File: config.mk
export PLATFORM = sky130hd
export DESIGN_NAME = ubx_nav_solution_deframer
export DESIGN_NICKNAME = d
export VERILOG_FILES = /design/src/rtl/ubxnav_pkg.sv /design/src/rtl/ubxnav_parser.sv /design/src/rtl/ubx_nav_solution_deframer.sv
export SDC_FILE = /design/constraint.sdc
export NUM_CORES = 1
export LEC_CHECK = 0
export ABC_AREA = 1
export CELL_PAD_IN_SITES_DETAIL_PLACEMENT = 2
export CELL_PAD_IN_SITES_GLOBAL_PLACEMENT = 2
export CORE_MARGIN = 2
export CORE_UTILIZATION = 35
export CTS_BUF_LIST = sky130_fd_sc_hd__clkbuf_16
export DETAILED_ROUTE_END_ITERATION = 8
export DONT_BUFFER_PORTS = 1
export PLACE_DENSITY_LB_ADDON = 0.1
export SETUP_SLACK_MARGIN = 0.05
export SYNTH_ARGS = -nofsm -noshare
export SYNTH_HDL_FRONTEND = slang
export SYNTH_SLANG_ARGS = --single-unit
File: constraint.sdc
create_clock -name clock -period 7.4 [get_ports clock]
set_input_delay 1.48 -clock clock [delete_from_list [all_inputs] [get_ports clock]]
set_output_delay 1.48 -clock clock [all_outputs]
set_load 0.03 [all_outputs]
File: src/rtl/ubxnav_pkg.sv
// Types and constants of the UBX navigation-solution deframer.
// No dependencies; used by the parser, the top level and the checker.
`default_nettype none

package ubxnav_pkg;

   typedef enum logic [2:0] {
      PH_HUNT1   = 3'd0,
      PH_HUNT2   = 3'd1,
      PH_HEADER  = 3'd2,
      PH_PAYLOAD = 3'd3,
      PH_CHECK   = 3'd4
   } phase_type;

   typedef enum logic [2:0] {
      ST_ACCEPTED  = 3'd0,
      ST_BAD_CHECK = 3'd1,
      ST_NO_FIX    = 3'd2,
      ST_OTHER_MSG = 3'd3,
      ST_TOO_LONG  = 3'd4,
      ST_TOO_SHORT = 3'd5
   } status_type;

   typedef enum logic [2:0] {
      CSR_SYNC_FIRST  = 3'd0,
      CSR_SYNC_SECOND = 3'd1,
      CSR_WANTED_MSG  = 3'd2,
      CSR_FIX_OK_MASK = 3'd3,
      CSR_MAX_FRAME   = 3'd4
   } csr_index_type;

   localparam int CSR_INDEX_W = 3;
   localparam int CSR_DATA_W  = 17;

   localparam logic [7:0]  SYNC_FIRST_RST  = 8'd181;
   localparam logic [7:0]  SYNC_SECOND_RST = 8'd98;
   localparam logic [15:0] WANTED_MSG_RST  = 16'd262;
   localparam logic [7:0]  FIX_OK_MASK_RST = 8'd1;
   localparam logic [16:0] MAX_FRAME_RST   = 17'd64;

   localparam logic [15:0] HEADER_LAST  = 16'd3;
   localparam logic [15:0] MIN_SOL_LEN  = 16'd48;
   localparam int          OFF_FIX      = 10;
   localparam int          OFF_FLAGS    = 11;
   localparam int          OFF_POS      = 12;
   localparam int          OFF_VEL      = 28;
   localparam int          OFF_SATS     = 47;

   typedef struct packed {
      logic [7:0]  sync_first;
      logic [7:0]  sync_second;
      logic [15:0] wanted_message;
      logic [7:0]  fix_ok_mask;
      logic [16:0] max_frame_bytes;
   } cfg_type;

   typedef struct packed {
      status_type         status;
      logic [7:0]         fix_kind;
      logic [7:0]         satellites;
      logic signed [31:0] pos_x;
      logic signed [31:0] pos_y;
      logic signed [31:0] pos_z;
      logic signed [31:0] vel_x;
      logic signed [31:0] vel_y;
      logic signed [31:0] vel_z;
   } result_type;

endpackage

`default_nettype wire

File: src/rtl/ubxnav_parser.sv
// Frame state machine of the UBX deframer: sync hunt, header, payload
// captures and Fletcher-8 check. Depends on ubxnav_pkg.
`default_nettype none

module ubxnav_parser
   import ubxnav_pkg::*;
(
   input  wire logic       clock,
   input  wire logic       reset,
   input  wire logic       step,
   input  wire logic [7:0] rx_byte,
   input  wire cfg_type    cfg,
   output logic            emit,
   output result_type      result
);

   phase_type   phase_ff, phase_in;
   logic [15:0] count_ff, count_in;
   logic [7:0]  sum_a_ff, sum_a_in, sum_b_ff, sum_b_in;
   logic [15:0] msg_ff, msg_in, len_ff, len_in;
   logic [7:0]  chk_ff, chk_in;
   logic [7:0]  flags_ff, flags_in, fix_ff, fix_in, sat_ff, sat_in;
   logic [31:0] pos_ff [3];
   logic [31:0] pos_in [3];
   logic [31:0] vel_ff [3];
   logic [31:0] vel_in [3];

   logic [7:0]  sum_a_new, sum_b_new;
   logic [15:0] len_full, count_inc;
   logic        too_long, header_last, payload_last;
   status_type  status;

   assign sum_a_new    = sum_a_ff + rx_byte;
   assign sum_b_new    = sum_b_ff + sum_a_new;
   assign len_full     = {rx_byte, len_ff[7:0]};
   assign too_long     = ({1'b0, len_full} + 17'd2) > cfg.max_frame_bytes;
   assign header_last  = (count_ff == HEADER_LAST);
   assign count_inc    = count_ff + 16'd1;
   assign payload_last = (count_inc >= len_ff);

   // Next state
   always_comb begin
      phase_in = phase_ff;
      if (step) begin
         case (phase_ff)
            PH_HUNT1: begin
               if (rx_byte == cfg.sync_first) phase_in = PH_HUNT2;
            end
            PH_HUNT2: begin
               phase_in = (rx_byte == cfg.sync_second) ? PH_HEADER : PH_HUNT1;
            end
            PH_HEADER: begin
               if (header_last) begin
                  if (too_long)                phase_in = PH_HUNT1;
                  else if (len_full == 16'd0)  phase_in = PH_CHECK;
                  else                         phase_in = PH_PAYLOAD;
               end
            end
            PH_PAYLOAD: begin
               if (payload_last) phase_in = PH_CHECK;
            end
            PH_CHECK: begin
               if (count_ff != 16'd0) phase_in = PH_HUNT1;
            end
            default: phase_in = PH_HUNT1;
         endcase
      end
   end

   // Counter, check sums and captures
   always_comb begin
      count_in = count_ff;
      sum_a_in = sum_a_ff;
      sum_b_in = sum_b_ff;
      msg_in   = msg_ff;
      len_in   = len_ff;
      chk_in   = chk_ff;
      flags_in = flags_ff;
      fix_in   = fix_ff;
      sat_in   = sat_ff;
      pos_in   = pos_ff;
      vel_in   = vel_ff;
      if (step) begin
         case (phase_ff)
            PH_HUNT1: ;
            PH_HUNT2: begin
               if (rx_byte == cfg.sync_second) begin
                  count_in = '0;
                  sum_a_in = '0;
                  sum_b_in = '0;
                  msg_in   = '0;
                  len_in   = '0;
                  chk_in   = '0;
                  flags_in = '0;
                  fix_in   = '0;
                  sat_in   = '0;
                  for (int w = 0; w < 3; w++) begin
                     pos_in[w] = '0;
                     vel_in[w] = '0;
                  end
               end
            end
            PH_HEADER: begin
               sum_a_in = sum_a_new;
               sum_b_in = sum_b_new;
               case (count_ff[1:0])
                  2'd0:    msg_in[15:8] = rx_byte;
                  2'd1:    msg_in[7:0]  = rx_byte;
                  2'd2:    len_in[7:0]  = rx_byte;
                  default: len_in[15:8] = rx_byte;
               endcase
               count_in = header_last ? 16'd0 : count_inc;
            end
            PH_PAYLOAD: begin
               sum_a_in = sum_a_new;
               sum_b_in = sum_b_new;
               if (count_ff == 16'(OFF_FIX))   fix_in   = rx_byte;
               if (count_ff == 16'(OFF_FLAGS)) flags_in = rx_byte;
               if (count_ff == 16'(OFF_SATS))  sat_in   = rx_byte;
               for (int w = 0; w < 3; w++) begin
                  for (int k = 0; k < 4; k++) begin
                     if (count_ff == 16'(OFF_POS + 4 * w + k)) pos_in[w][8 * k +: 8] = rx_byte;
                     if (count_ff == 16'(OFF_VEL + 4 * w + k)) vel_in[w][8 * k +: 8] = rx_byte;
                  end
               end
               count_in = payload_last ? 16'd0 : count_inc;
            end
            PH_CHECK: begin
               if (count_ff == 16'd0) begin
                  chk_in   = rx_byte;
                  count_in = 16'd1;
               end else begin
                  count_in = '0;
               end
            end
            default: count_in = '0;
         endcase
      end
   end

   // Result
   always_comb begin
      emit   = 1'b0;
      status = ST_TOO_LONG;
      if (step && phase_ff == PH_HEADER && header_last && too_long) begin
         emit = 1'b1;
      end else if (step && phase_ff == PH_CHECK && count_ff != 16'd0) begin
         emit = 1'b1;
         if (chk_ff != sum_a_ff || rx_byte != sum_b_ff) status = ST_BAD_CHECK;
         else if (msg_ff != cfg.wanted_message)        status = ST_OTHER_MSG;
         else if (len_ff < MIN_SOL_LEN)                status = ST_TOO_SHORT;
         else if ((flags_ff & cfg.fix_ok_mask) == '0)  status = ST_NO_FIX;
         else                                          status = ST_ACCEPTED;
      end
      result = '0;
      result.status = status;
      if (status == ST_ACCEPTED) begin
         result.fix_kind   = fix_ff;
         result.satellites = sat_ff;
         result.pos_x      = $signed(pos_ff[0]);
         result.pos_y      = $signed(pos_ff[1]);
         result.pos_z      = $signed(pos_ff[2]);
         result.vel_x      = $signed(vel_ff[0]);
         result.vel_y      = $signed(vel_ff[1]);
         result.vel_z      = $signed(vel_ff[2]);
      end
   end

   always_ff @(posedge clock) begin
      if (reset) begin
         phase_ff <= PH_HUNT1;
         count_ff <= '0;
      end else begin
         phase_ff <= phase_in;
         count_ff <= count_in;
      end
   end

   // Cleared at every frame start, so no reset needed
   always_ff @(posedge clock) begin
      sum_a_ff <= sum_a_in;
      sum_b_ff <= sum_b_in;
      msg_ff   <= msg_in;
      len_ff   <= len_in;
      chk_ff   <= chk_in;
      flags_ff <= flags_in;
      fix_ff   <= fix_in;
      sat_ff   <= sat_in;
      pos_ff   <= pos_in;
      vel_ff   <= vel_in;
   end

endmodule

`default_nettype wire

File: src/rtl/ubx_nav_solution_deframer.sv
// Path: the byte that ends a frame passes the input register, then the parser
// into the result register, which loads with the frame's result.
// Throughput: one byte per cycle; a stalled result holds the parser, so the
// input register keeps one byte and then drops req_ready until rsp_ready.
// Reset (synchronous, active high): config to defaults, valids clear, parser hunts sync.
// Top level of the UBX deframer. Depends on ubxnav_pkg and ubxnav_parser.
`default_nettype none

module ubx_nav_solution_deframer
   import ubxnav_pkg::*;
(
   input  wire logic                   clock,
   input  wire logic                   reset,
   input  wire logic                   req_valid,
   output logic                        req_ready,
   input  wire logic [7:0]             req_rx_byte,
   output logic                        rsp_valid,
   input  wire logic                   rsp_ready,
   output logic [2:0]                  rsp_status,
   output logic [7:0]                  rsp_fix_kind,
   output logic [7:0]                  rsp_satellites,
   output logic signed [31:0]          rsp_pos_x,
   output logic signed [31:0]          rsp_pos_y,
   output logic signed [31:0]          rsp_pos_z,
   output logic signed [31:0]          rsp_vel_x,
   output logic signed [31:0]          rsp_vel_y,
   output logic signed [31:0]          rsp_vel_z,
   input  wire logic                   csr_write_enable,
   input  wire logic [CSR_INDEX_W-1:0] csr_index,
   input  wire logic [CSR_DATA_W-1:0]  csr_data
);

   cfg_type    cfg_ff, cfg_in;
   logic       in_valid_ff, in_valid_in;
   logic [7:0] in_byte_ff;
   logic       out_valid_ff, out_valid_in;
   result_type out_ff;
   logic       advance, emit;
   result_type result;

   always_comb begin
      cfg_in = cfg_ff;
      if (csr_write_enable) begin
         case (csr_index)
            CSR_SYNC_FIRST:  cfg_in.sync_first      = csr_data[7:0];
            CSR_SYNC_SECOND: cfg_in.sync_second     = csr_data[7:0];
            CSR_WANTED_MSG:  cfg_in.wanted_message  = csr_data[15:0];
            CSR_FIX_OK_MASK: cfg_in.fix_ok_mask     = csr_data[7:0];
            CSR_MAX_FRAME:   cfg_in.max_frame_bytes = csr_data[16:0];
            default: ;
         endcase
      end
   end

   // Advance the held byte only when the result register has room
   assign advance   = in_valid_ff && (!out_valid_ff || rsp_ready);
   assign req_ready = !in_valid_ff || advance;

   always_comb begin
      in_valid_in = in_valid_ff;
      if (req_valid && req_ready) in_valid_in = 1'b1;
      else if (advance)           in_valid_in = 1'b0;
   end

   always_comb begin
      out_valid_in = out_valid_ff;
      if (emit)           out_valid_in = 1'b1;
      else if (rsp_ready) out_valid_in = 1'b0;
   end

   ubxnav_parser u_parser (
      .clock   (clock),
      .reset   (reset),
      .step    (advance),
      .rx_byte (in_byte_ff),
      .cfg     (cfg_ff),
      .emit    (emit),
      .result  (result)
   );

   always_ff @(posedge clock) begin
      if (reset) begin
         cfg_ff.sync_first      <= SYNC_FIRST_RST;
         cfg_ff.sync_second     <= SYNC_SECOND_RST;
         cfg_ff.wanted_message  <= WANTED_MSG_RST;
         cfg_ff.fix_ok_mask     <= FIX_OK_MASK_RST;
         cfg_ff.max_frame_bytes <= MAX_FRAME_RST;
         in_valid_ff            <= 1'b0;
         out_valid_ff           <= 1'b0;
      end else begin
         cfg_ff       <= cfg_in;
         in_valid_ff  <= in_valid_in;
         out_valid_ff <= out_valid_in;
      end
   end

   always_ff @(posedge clock) begin
      if (req_valid && req_ready) in_byte_ff <= req_rx_byte;
      if (emit)                   out_ff     <= result;
   end

   assign rsp_valid      = out_valid_ff;
   assign rsp_status     = out_ff.status;
   assign rsp_fix_kind   = out_ff.fix_kind;
   assign rsp_satellites = out_ff.satellites;
   assign rsp_pos_x      = out_ff.pos_x;
   assign rsp_pos_y      = out_ff.pos_y;
   assign rsp_pos_z      = out_ff.pos_z;
   assign rsp_vel_x      = out_ff.vel_x;
   assign rsp_vel_y      = out_ff.vel_y;
   assign rsp_vel_z      = out_ff.vel_z;

endmodule

`default_nettype wire

==> summary.txt, run 1 <==
Outcome
  • Status: finished, final reports clean

Layout
  • Fill cells: ~6800
  • Multi-input gate area: about 5800 um^2
  • Register Area: 16300 um^2
  • Share of layout cells above drive strength 1: 12.2%
  • Fin nets: between 2000 and 2500
  • Post-Layout Inst Area: roughly 27000 um^2
  • Area growth syn-to-layout: 13.2%

Worst setup path
  • Crit end category: register
  • Crit path max fanout: ~110
  • WP data arrival: between 5 and 6 ns
  • Worst EP required: between 7 and 8 ns
  • CP Launch Type: register
  • CP Class: register to register

Clock tree
  • Reg clk slew, reported paths: 0.06 ns
  • Hold-fix buffers, CTS: 0
  • Post-CTS Resized: 0
  • Root Buffer: clkbuf_16
  • Inserted Clock Buffers: 67
  • Clk sink count: 569
  • Max clock buf depth: 3
  • Clock Latency Late Sink: 0.60 ns
  • CTS tree: built
  • Htree depth: 3
  • Post-CTS setup buffers: 0

Power and ir drop
  • Sw Ratio: around a fifth
  • Static Leak: between 10 and 15 nW
  • Combinational group share of total power: under 10%
  • Clock power share: between 40% and 50%
  • PD cells: between 200 and 300 nW/um^2
  • Part of the power in registers: between 40% and 50%
  • P_sw: 1.45 mW
  • Peak supply drop: 134 uV
  • Cell Int Power: about 5.5 mW

Worst hold path
  • Hold Path Class: register to register

Run
  • MaxCap Viol Count: 0

Yosys
  • Synth Register Bits: roughly 570
  • Synth Flop Type: edfxtp_1
  • Syn Std Cell Area: approximately 24000 um^2
  • Fraction of registers with async set or reset after synthesis: 0%
  • Number of flops mapped to enable cells by yosys: 491
  • Yosys warnings: 0
  • Syn_area_per_cell: between 10 and 15 um^2
  • Yosys cell types: 43
  • Synth Instances: ~1900
  • Sequential-to-total area share from yosys stat: roughly two thirds
  • Net count after synthesis: a little over 2000

Floorplanning
  • Core box area: 67200 um^2
  • Initial Utilization: 35.4%
  • Die ar.: 70000 um^2
  • Chip width: ~260 um
  • I/O pins: 246
  • Height of the die: 265 um
  • Cell Rows: 95

Route
  • Post-route ant nets: 0
  • Routed WL: slightly below 70000 um
  • WL per Instance: between 20 and 25 um
  • Residual DRC: 0
  • TritonRoute pass-1 iters: 5
  • Via count: roughly 14000
  • Via/cell ratio: 4.82
  • Drt first-iter violations: ~640

STA
  • Fin crit period: roughly 5 ns
  • Hold Vio Cnt, Final: 0
  • Slew @ Worst Pin: 1.12 ns
  • Final number of setup-violating endpoints: 0
  • Setup TNS: 0 ns
  • Fin crit share: slightly below 70%
  • Pins Over Slew Limit: 0
  • RSZ-0062 raised after global routing: no
  • Fmax: between 0.2 and 0.25 GHz
  • Slew Limit Headroom: 25.5%
  • Hold slack: 0.469 ns
  • Fin Clk Skew: about 0.025 ns

GRT
  • First-pass GRT wire length: just over 100000 um
  • Number of global-route vias before repair: 15387
  • GRT overflow: 0
  • Initial antenna violation count: 0
  • Largest net degree at the start of global routing: about 110
  • Total GRT Usage: 19.9%

Placed design
  • GP Congestion: roughly 0.79
  • Post-DP HPWL: about 47000 um
  • Area after DPL: between 20000 and 25000 um^2
  • IO buf count: 0
-- layout make-up --
| type | instances | area share, % |
|---|---|---|
| Timing Repair Buffer | 15 | 0.512 |
| Inverter | 344 | 4.80 |
| Clock buffer | 69 | 6.42 |
| Tap cell | 873 | 4.06 |
| Sequential cell | 569 | 60.6 |
| Antenna cell | 1 | 0.00930 |
| Clock inverter | 52 | 1.93 |
| Multi-Input combinational cell | 962 | 21.7 |
-- kinds of logic (layout without fill, tap and decap cells) --
group	Yosys count	in the layout	synth area share (%)
AOI/OAI and AO/OA	169	169	3.74
adders and majority gates	54	54	2.91
buffers and inverters	402	480	7.34
DFF	569	569	68.6
xor gates and xnor gates	67	67	2.47
other	0	1	0
and+or+nand+nor	672	672	15.0
-- routing by layer --
layer,wire (um),track usage [%]
met1,28600,23.6
met2,36100,36.2
met3,2350,3.91
met4,1770,5.84
met5,0,0
-- stage by stage --
step | power, mW | setup slack (ns) | util (%) | instances
finish | 7.00 | 2.40 | 40.1 | 2885
global route | 7.24 | 1.92 | 40.1 | 2884
CTS | 7.10 | 2.35 | 40.1 | 2884
detailed placement | 3.68 | 2.39 | 36.7 | 2763
global placement | 3.68 | 2.60 | 36.7 | 2763
floorplan | 3.64 | 1.97 | - | 1933
-- layout by cell type (no fill, tap or decap), types with 3 or more instances in the layout --
| cell | synthesis | layout |
|---|---|---|
| a21oi_1 | 92 | 92 |
| a22o_1 | 3 | 3 |
| buf_4 | 1 | 13 |
| bufinv_16 | 0 | 10 |
| clkbuf_16 | 0 | 69 |
| clkinv_1 | 2 | 20 |
| clkinv_2 | 0 | 10 |
| dfxtp_1 | 78 | 77 |
| edfxtp_1 | 491 | 491 |
| ha_1 | 52 | 52 |
| inv_1 | 336 | 344 |
| inv_2 | 6 | 7 |
| nand2_1 | 160 | 159 |
| nand3_1 | 74 | 73 |
| nand4_1 | 28 | 28 |
| nor2_1 | 268 | 260 |
| nor2_4 | 102 | 110 |
| nor3_1 | 17 | 16 |
| nor4_1 | 4 | 3 |
| o211ai_1 | 4 | 4 |
| o21ai_0 | 60 | 60 |
| or2_2 | 8 | 8 |
| xnor2_1 | 41 | 41 |
| xor2_1 | 26 | 26 |
-- cells in the mapped netlist, types with 4 or more instances --
cell / n / area (um^2)
nor2_1: 268 / 1010
o211ai_1: 4 / 30.0
xnor2_1: 41 / 359
dfxtp_1: 78 / 1560
or2_2: 8 / 50.1
a21oi_1: 92 / 460
nor2_4: 102 / 1150
buf_2: 18 / 90.1
buf_12: 11 / 220
clkbuf_1: 22 / 82.6
nor4_1: 4 / 25.0
nand2_1: 160 / 601
o21ai_0: 60 / 300
edfxtp_1: 491 / 14700
ha_1: 52 / 651
nand4_1: 28 / 175
xor2_1: 26 / 228
inv_1: 336 / 1260
inv_2: 6 / 22.5
nor3_1: 17 / 85.1
buf_6: 4 / 45.0
nand3_1: 74 / 370
-- power by group through the flow --
stage | clock network (mW) | logic, mW | registers, mW
5_1_grt | 3.60 | 0.168 | 3.47
4_1_cts | 3.48 | 0.148 | 3.47
6_report | 3.38 | 0.145 | 3.47
3_5_place_dp | 0 | 0.147 | 3.54
3_3_place_gp | 0 | 0.140 | 3.54
2_1_floorplan | 0 | 0.112 | 3.53
-- path summary, 6_finish.rpt --
kind	startpoint	to	slack, ns	depth (start not counted)
setup reg to reg	u_parser.len_ff[2]$_DFFE_PP_	rsp_pos_z[19]$_SDFFCE_PP0P_	2.40	18
setup / recovery	u_parser.len_ff[2]$_DFFE_PP_	rsp_pos_z[19]$_SDFFCE_PP0P_	2.40	18
hold / removal	cfg_ff[7]$_SDFFE_PP0P_	cfg_ff[7]$_SDFFE_PP0P_	0.47	2
hold reg to reg	cfg_ff[7]$_SDFFE_PP0P_	cfg_ff[7]$_SDFFE_PP0P_	0.47	2
-- sequential cells by signal, summed over array words and instances (netlist names), 8 cells and up --
name	cells
u_parser.flags_ff	8
u_parser.len_ff	16
u_parser.fix_ff	8
rsp_pos_x	32
u_parser.chk_ff	8
rsp_pos_y	32
rsp_vel_z	32
rsp_pos_z	32
rsp_vel_x	32
u_parser.pos_ff	96
u_parser.count_ff	16
cfg_ff	57
rsp_satellites	8
u_parser.msg_ff	16
u_parser.sat_ff	8
rsp_fix_kind	8
in_byte_ff	8
u_parser.sum_b_ff	8
u_parser.vel_ff	96
rsp_vel_y	32
u_parser.sum_a_ff	8
-- worst max-delay path: stages, from the launching register on --
cell and delay, ns:
edfxtp_1 0.38, ha_1 0.19, nand2_1 0.06, inv_1 0.11, nand3_1 0.14, nor3_1 0.32
nand3_1 0.17, nor3_1 0.31, nand3_1 0.14, xor2_1 0.16, inv_1 0.06, ha_1 0.28
nand2_1 0.08, nor3_1 0.29, nand2_1 0.09, nand2_1 0.10, nand3_1 0.23, nand2_8 0.64
buf_4 0.68
Note: power is estimated with default switching activity, not from simulation.
==> inputs of run 2 (changes only) <==
==> constraint.sdc (replaced) <==
create_clock -name clock -period 4.8 [get_ports clock]
set_input_delay 0.96 -clock clock [delete_from_list [all_inputs] [get_ports clock]]
set_output_delay 0.96 -clock clock [all_outputs]
set_load 0.03 [all_outputs]
==> run 2 against run 1 <==
Critical path depth increased by 1; sequential share of layout area about the same; final area about the same; fmax grew 20%; critical endpoint is now rsp_pos_y[28]$_SDFFCE_PP0P_; core utilization about the same; global-route usage up 0.21 points; clock power is 43% higher; non-clock buffer count rose by 17.
==> summary.txt, run 2 (synthesis gave the netlist of run 1 again) <==
Outcome
  • Status: finished, final reports clean

Clock tree
  • Post-CTS setup buffers: 0 (unchanged)
  • Root Buffer: clkbuf_16
  • Clk sink count: 569 (unchanged)
  • Hold-fix buffers, CTS: 0 (unchanged)
  • Htree depth: 3 (unchanged)
  • CTS tree: built
  • Reg clk slew, reported paths: 0.06 ns (about the same)
  • Inserted Clock Buffers: 66 (-1.5%)
  • Max clock buf depth: 3 (unchanged)
  • Post-CTS Resized: 0 (unchanged)
  • Clock Latency Late Sink: 0.62 ns (+0.02 ns)

Layout
  • # diodes: 0 (-1)
  • Area growth syn-to-layout: 13.1% (about the same)
  • Commonest non-fill, non-tap cell in the layout: edfxtp_1
  • Register Area: 16300 um^2 (about the same)
  • Share of layout cells above drive strength 1: 12.7% (+0.55 points)
  • Commonest non-fill, non-tap cells in the layout: edfxtp_1 (491), inv_1 (348), nor2_1 (260)
  • Multi-input gate area: 5820 um^2 (about the same)
  • Fin nets: 2062 (+0.78%)
  • Count of non-filler cells in the finished layout: 2900 (+0.52%)
  • Fill cells: 6740 (-0.30%)
  • Largest registers: u_parser.pos_ff: 96 flops, u_parser.vel_ff: 96 flops, cfg_ff: 57 flops

Floorplanning
  • Core box area: 67200 um^2 (unchanged)
  • Chip width: 265 um (unchanged)
  • Cell Rows: 95 (unchanged)
  • Initial Utilization: 35.4% (unchanged)
  • Height of the die: 265 um (unchanged)
  • Die ar.: 70000 um^2 (unchanged)
  • I/O pins: 246 (unchanged)

Worst hold path
  • Hold Path Class: primary input to register

Power and ir drop
  • Peak supply drop: 248 uV (+85%)
  • PD cells: 388 nW/um^2 (+49%)
  • Static Leak: 10.9 nW (+0.16%)

Worst setup path
  • Crit path max fanout: 24 (-79%)
  • CP endpoint: rsp_pos_y[28]$_SDFFCE_PP0P_
  • WP data arrival: 4.47 ns (-0.76 ns)
  • Reg2reg end: rsp_pos_y[28]$_SDFFCE_PP0P_
  • Worst path cell trace: ha_1 > nand2_1 > inv_1 > nand3_1 > nor3_1 > nand3_1 > nor3_1 > nand3_1 > xor2_1 > inv_1 > ha_1 > nand2_1 > nor3_1 > nand2_1 > nand2_1 > nand3_1 > nand2_8 > buf_12 > buf_4
  • Max incr delay on CP: 0.38 ns (-0.30 ns)
  • CP Class: register to register
  • Cell count along the critical path: 19 (+1)
  • CP Launch Type: register
  • RR Startpoint: u_parser.len_ff[2]$_DFFE_PP_
  • Depth of the most critical reg-to-reg path: 19 (+1)
  • Worst R2R Setup Slack: 0.64 ns (-1.76 ns)
  • Crit end category: register
  • Crit path max-delay family: simple AND/OR/NAND/NOR gates
  • Critical Path Start: u_parser.len_ff[2]$_DFFE_PP_
  • CP max-delay cell: edfxtp_1
  • Buf/Inv on CP: 4 (+1)
  • Worst EP required: 5.10 ns (-2.53 ns)

Route
  • Routed WL: 69700 um (+1.3%)
  • Via/cell ratio: 4.77 (-1.1%)
  • WL per Instance: 24.0 um (+0.82%)
  • Residual DRC: 0 (unchanged)
  • Length of routed met2 wiring: 36000 um (-0.12%)
  • Drt first-iter violations: 716 (+12%)
  • Max layer used: met4
  • Routed wl met3: 2560 um (+8.7%)
  • TritonRoute pass-1 iters: 4 (-1)
  • Post-route ant nets: 0 (unchanged)
  • Met1 wire length: 29000 um (+1.4%)
  • Via count: 13833 (-0.60%)

STA
  • Setup TNS: 0 ns (unchanged)
  • Slew @ Worst Pin: 1.35 ns (+0.237 ns)
  • Hold Vio Cnt, Final: 0 (unchanged)
  • Fin crit share: 86.7% (+19 points)
  • RSZ-0062 raised after global routing: no
  • Pins Over Slew Limit: 0 (unchanged)
  • Final number of setup-violating endpoints: 0 (unchanged)
  • Fin crit period: 4.16 ns (-0.837 ns)
  • Slew Limit Headroom: 9.69% (-16 points)
  • Fmax: 0.240 GHz (+20%)
  • Fin Clk Skew: 0.0321 ns (+0.00721 ns)

Placed design
  • Placed cells: 2780 (+0.62%)
  • Post-DP HPWL: 49000 um (+4.8%)
  • GP Congestion: 0.785 (-0.25%)
  • IO buf count: 0 (unchanged)

GRT
  • Number of global-route vias before repair: 15268 (-0.77%)
  • Initial antenna violation count: 3 (+3)
  • Largest net degree at the start of global routing: 67 (-41%)
  • GRT overflow: 0 (unchanged)
  • Total GRT Usage: 20.1% (+0.21 points)
  • First-pass GRT wire length: 102000 um (+0.39%)

Run
  • MaxCap Viol Count: 0 (unchanged)
## run 2: worst min path at each step
stage                                       start                                 to  depth (start not counted)
after global placement     cfg_ff[8]$_SDFFE_PP0P_             cfg_ff[8]$_SDFFE_PP0P_                          2
after detailed placement  cfg_ff[53]$_SDFFE_PP1P_            cfg_ff[53]$_SDFFE_PP1P_                          2
after floorplan           cfg_ff[17]$_SDFFE_PP1P_            cfg_ff[17]$_SDFFE_PP1P_                          2
after CTS                                   reset  u_parser.count_ff[6]$_SDFFE_PP0P_                          1
final                                       reset           in_valid_ff$_SDFFE_PP0P_                          1
after global routing                        reset  u_parser.count_ff[6]$_SDFFE_PP0P_                          1
## run 2: metal layers
metal	up-vias	global-route usage, %
met5	-	0
met3	102	3.86
li1	6479	-
met1	6982	23.9
met4	0	7.05
met2	270	36.1
## run 2: worst register-to-register path, delay by kind of cell, from the launching register on
kind          cells  cell delay [ns]
simple gates     12             2.15
buf+inv           4             0.73
fa+ha+maj         2             0.46
flops             1             0.38
xor+xnor          1             0.18
## run 2: stage by stage
stage | worst slack, ns | hold WS, ns | instance area, um^2 | power [mW] | utilization (%)
global placement | 0.803 | 0.457 | 24800 | 5.67 | 37.0
CTS | 0.603 | 0.380 | 26900 | 10.6 | 40.0
global route | 0.220 | 0.395 | 26900 | 10.8 | 40.0
detailed placement | 0.609 | 0.471 | 24800 | 5.68 | 37.0
finish | 0.638 | 0.431 | 26900 | 10.4 | 40.0
floorplan | 0.469 | 0.429 | 23800 | 5.61 | -
## run 2: power breakdown
group	switching, mW	internal (mW)	total (mW)
Clock	2.08	2.77	4.85
Combinational	0.144	0.0795	0.224
Sequential	0.0303	5.32	5.35
## run 2: layout make-up
cell class                      count  share of cell area (%)
Sequential cell                   569                    60.6
Inverter                          344                    4.80
Multi-Input combinational cell    962                    21.7
Tap cell                          873                    4.06
Clock inverter                     53                    1.47
Timing Repair Buffer               32                    1.13
Clock buffer                       67                    6.24
==> inputs of run 3 (changes only) <==
--- a/config.mk
+++ b/config.mk
@@ -6,7 +6,7 @@
 export NUM_CORES = 1
 export LEC_CHECK = 0
 export ABC_AREA = 1
-export CELL_PAD_IN_SITES_DETAIL_PLACEMENT = 2
+export CELL_PAD_IN_SITES_DETAIL_PLACEMENT = 1
 export CELL_PAD_IN_SITES_GLOBAL_PLACEMENT = 2
 export CORE_MARGIN = 2
 export CORE_UTILIZATION = 35
==> run 3 against run 2 <==
Via count shrank 3.3%; count of clock-buffer cells in the layout grew 1; clock power grew 5.2%; sequential cell count is the same; core utilization grew 0.23 points; sequential share of layout area shrank 0.34 points; die area is the same.
==> summary.txt, run 3 (synthesis gave the netlist of run 1 again) <==
STA
  • Pins Over Slew Limit: 0 (unchanged)
  • Fin Clk Skew: 0.0206 ns (-0.0115 ns)
  • Slew Limit Headroom: 25.6% (+16 points)
  • RSZ-0062 raised after global routing: no
  • Hold Vio Cnt, Final: 0 (unchanged)
  • Slew @ Worst Pin: 1.12 ns (-0.239 ns)
  • Fin crit share: 85.0% (-1.7 points)
  • Fmax: 0.245 GHz (+2.0%)
  • Fin crit period: 4.08 ns (-0.0813 ns)
  • Final number of setup-violating endpoints: 0 (unchanged)
  • Setup TNS: 0 ns (unchanged)

Worst setup path
  • Depth of the most critical reg-to-reg path: 19 (unchanged)
  • Reg2reg end: rsp_vel_x[28]$_SDFFCE_PP0P_
  • Crit path max fanout: 24 (unchanged)
  • Worst R2R Setup Slack: 0.72 ns (+0.08 ns)
  • RR Startpoint: u_parser.len_ff[2]$_DFFE_PP_
  • CP Class: register to register
  • CP endpoint: rsp_vel_x[28]$_SDFFCE_PP0P_
  • Worst EP required: 5.10 ns (about the same)
  • CP max-delay cell: edfxtp_1
  • Worst path cell trace: ha_1 > nand2_1 > inv_1 > nand3_1 > nor3_1 > nand3_1 > nor3_1 > nand3_1 > xor2_1 > inv_1 > ha_1 > nand2_1 > nor3_1 > nand2_1 > nand2_1 > nand3_1 > nand2_8 > buf_12 > buf_4
  • Crit end category: register
  • Critical Path Start: u_parser.len_ff[2]$_DFFE_PP_
  • Max incr delay on CP: 0.38 ns (about the same)
  • CP Launch Type: register
  • WP data arrival: 4.38 ns (-0.09 ns)

GRT
  • Total GRT Usage: 17.6% (-2.5 points)
  • Largest net degree at the start of global routing: 67 (unchanged)
  • First-pass GRT wire length: 91600 um (-11%)
  • Initial antenna violation count: 3 (unchanged)
  • GRT overflow: 0 (unchanged)
  • Number of global-route vias before repair: 14288 (-6.4%)

Clock tree
  • Inserted Clock Buffers: 67 (+1.5%)
  • Reg clk slew, reported paths: 0.05 ns (about the same)
  • Post-CTS setup buffers: 0 (unchanged)
  • Post-CTS Resized: 0 (unchanged)
  • Root Buffer: clkbuf_16
  • CTS tree: built
  • Htree depth: 3 (unchanged)
  • Max clock buf depth: 3 (unchanged)
  • Hold-fix buffers, CTS: 0 (unchanged)
  • Clk sink count: 569 (unchanged)
  • Clock Latency Late Sink: 0.61 ns (about the same)

Power and ir drop
  • Clock power share: 47.8% (+1.3 points)
  • Combinational group share of total power: 2.1% (about the same)
  • Part of the power in registers: 50.2% (-1.1 points)
  • Cell Int Power: 8.43 mW (+3.2%)
  • Static Leak: 11.0 nW (+0.59%)
  • Sw Ratio: 20.9% (-0.71 points)
  • P_sw: 2.23 mW (-1.0%)
  • Peak supply drop: 218 uV (-12%)
  • PD cells: 395 nW/um^2 (+1.7%)

Placed design
  • Area after DPL: 24800 um^2 (unchanged)
  • Placed cells: 2780 (unchanged)
  • Post-DP HPWL: 42900 um (-12%)
  • IO buf count: 0 (unchanged)
  • GP Congestion: 0.785 (unchanged)

Route
  • Via count: 13375 (-3.3%)
  • Residual DRC: 0 (unchanged)
  • TritonRoute pass-1 iters: 4 (unchanged)
  • Via/cell ratio: 4.61 (-3.4%)
  • Drt first-iter violations: 652 (-8.9%)
  • WL per Instance: 21.0 um (-12%)
  • Routed WL: 61100 um (-12%)
  • Post-route ant nets: 0 (unchanged)

Layout
  • Post-Layout Inst Area: 27000 um^2 (+0.57%)
  • Largest registers: u_parser.pos_ff: 96 flops, u_parser.vel_ff: 96 flops, cfg_ff: 57 flops
  • # diodes: 0 (unchanged)
  • Final core occ: 40.3% (+0.23 points)
  • Fill cells: 7015 (+4.1%)
  • Fin nets: 2063 (+0.048%)
  • Share of layout cells above drive strength 1: 12.6% (-0.16 points)
  • Count of non-filler cells in the finished layout: 2902 (+0.069%)
  • Commonest non-fill, non-tap cells in the layout: edfxtp_1 (491), inv_1 (350), nor2_1 (260)
  • Commonest non-fill, non-tap cell in the layout: edfxtp_1
  • Area growth syn-to-layout: 13.7%

Floorplanning
  • Die ar.: 70000 um^2 (unchanged)
  • Height of the die: 265 um (unchanged)
  • Core box area: 67200 um^2 (unchanged)
  • I/O pins: 246 (unchanged)
  • Chip width: 265 um (unchanged)
  • Initial Utilization: 35.4% (unchanged)
  • Cell Rows: 95 (unchanged)

Outcome
  • Status: finished, final reports clean

Run
  • MaxCap Viol Count: 0 (unchanged)

Worst hold path
  • Hold Path Class: primary input to register
[run 3: worst max-delay path: cells and delay by family (launching register included)]
kind / cells / cell delay, ns
buf+inv: 4 / 0.65
xor+xnor: 1 / 0.17
flops: 1 / 0.38
fa+ha+maj: 2 / 0.46
simple gates: 12 / 2.09
[run 3: cell type report]
class                           instances  area, um^2  area share, %
Timing Repair Buffer                   32         303           1.12
Clock buffer                           68        1700           6.29
Tap cell                              873        1090           4.04
Clock inverter                         54         522           1.93
Inverter                              344        1290           4.78
Sequential cell                       569       16300           60.3
Multi-Input combinational cell        962        5820           21.5
[run 3: through the flow]
stage                     hold WS, ns  setup slack (ns)  power (mW)
after CTS                       0.376             0.693        10.8
after global routing            0.391             0.342        11.0
final                           0.411             0.719        10.7
after floorplan                 0.429             0.469        5.61
after global placement          0.457             0.803        5.67
after detailed placement        0.460             0.730        5.68
[run 3: how the worst min path moves through the flow]
stage / endpoint / slack [ns] / startpoint / cells after the start
6_report: in_valid_ff$_SDFFE_PP0P_ / 0.41 / reset / 1
5_1_grt: in_valid_ff$_SDFFE_PP0P_ / 0.39 / reset / 1
4_1_cts: in_valid_ff$_SDFFE_PP0P_ / 0.38 / reset / 1
3_5_place_dp: cfg_ff[8]$_SDFFE_PP0P_ / 0.46 / cfg_ff[8]$_SDFFE_PP0P_ / 2
3_3_place_gp: cfg_ff[8]$_SDFFE_PP0P_ / 0.46 / cfg_ff[8]$_SDFFE_PP0P_ / 2
2_1_floorplan: cfg_ff[17]$_SDFFE_PP1P_ / 0.43 / cfg_ff[17]$_SDFFE_PP1P_ / 2
[run 3: layer usage]
metal / share of wire [%] / up-vias / wire (um) / global-route usage (%)
li1: - / 6478 / - / -
met1: 43 / 6560 / 26500 / 21.9
met2: 50 / 249 / 30500 / 30.6
met3: 4.1 / 88 / 2480 / 3.35
met4: 2.8 / 0 / 1690 / 6.25
met5: 0 / - / 0 / 0
[run 3: power by group through the flow]
stage	sequential [mW]	clock [mW]	combinational, mW
3_5_place_dp	5.45	0	0.223
3_3_place_gp	5.45	0	0.218
6_report	5.35	5.10	0.220
2_1_floorplan	5.43	0	0.173
4_1_cts	5.35	5.26	0.225
5_1_grt	5.35	5.44	0.257
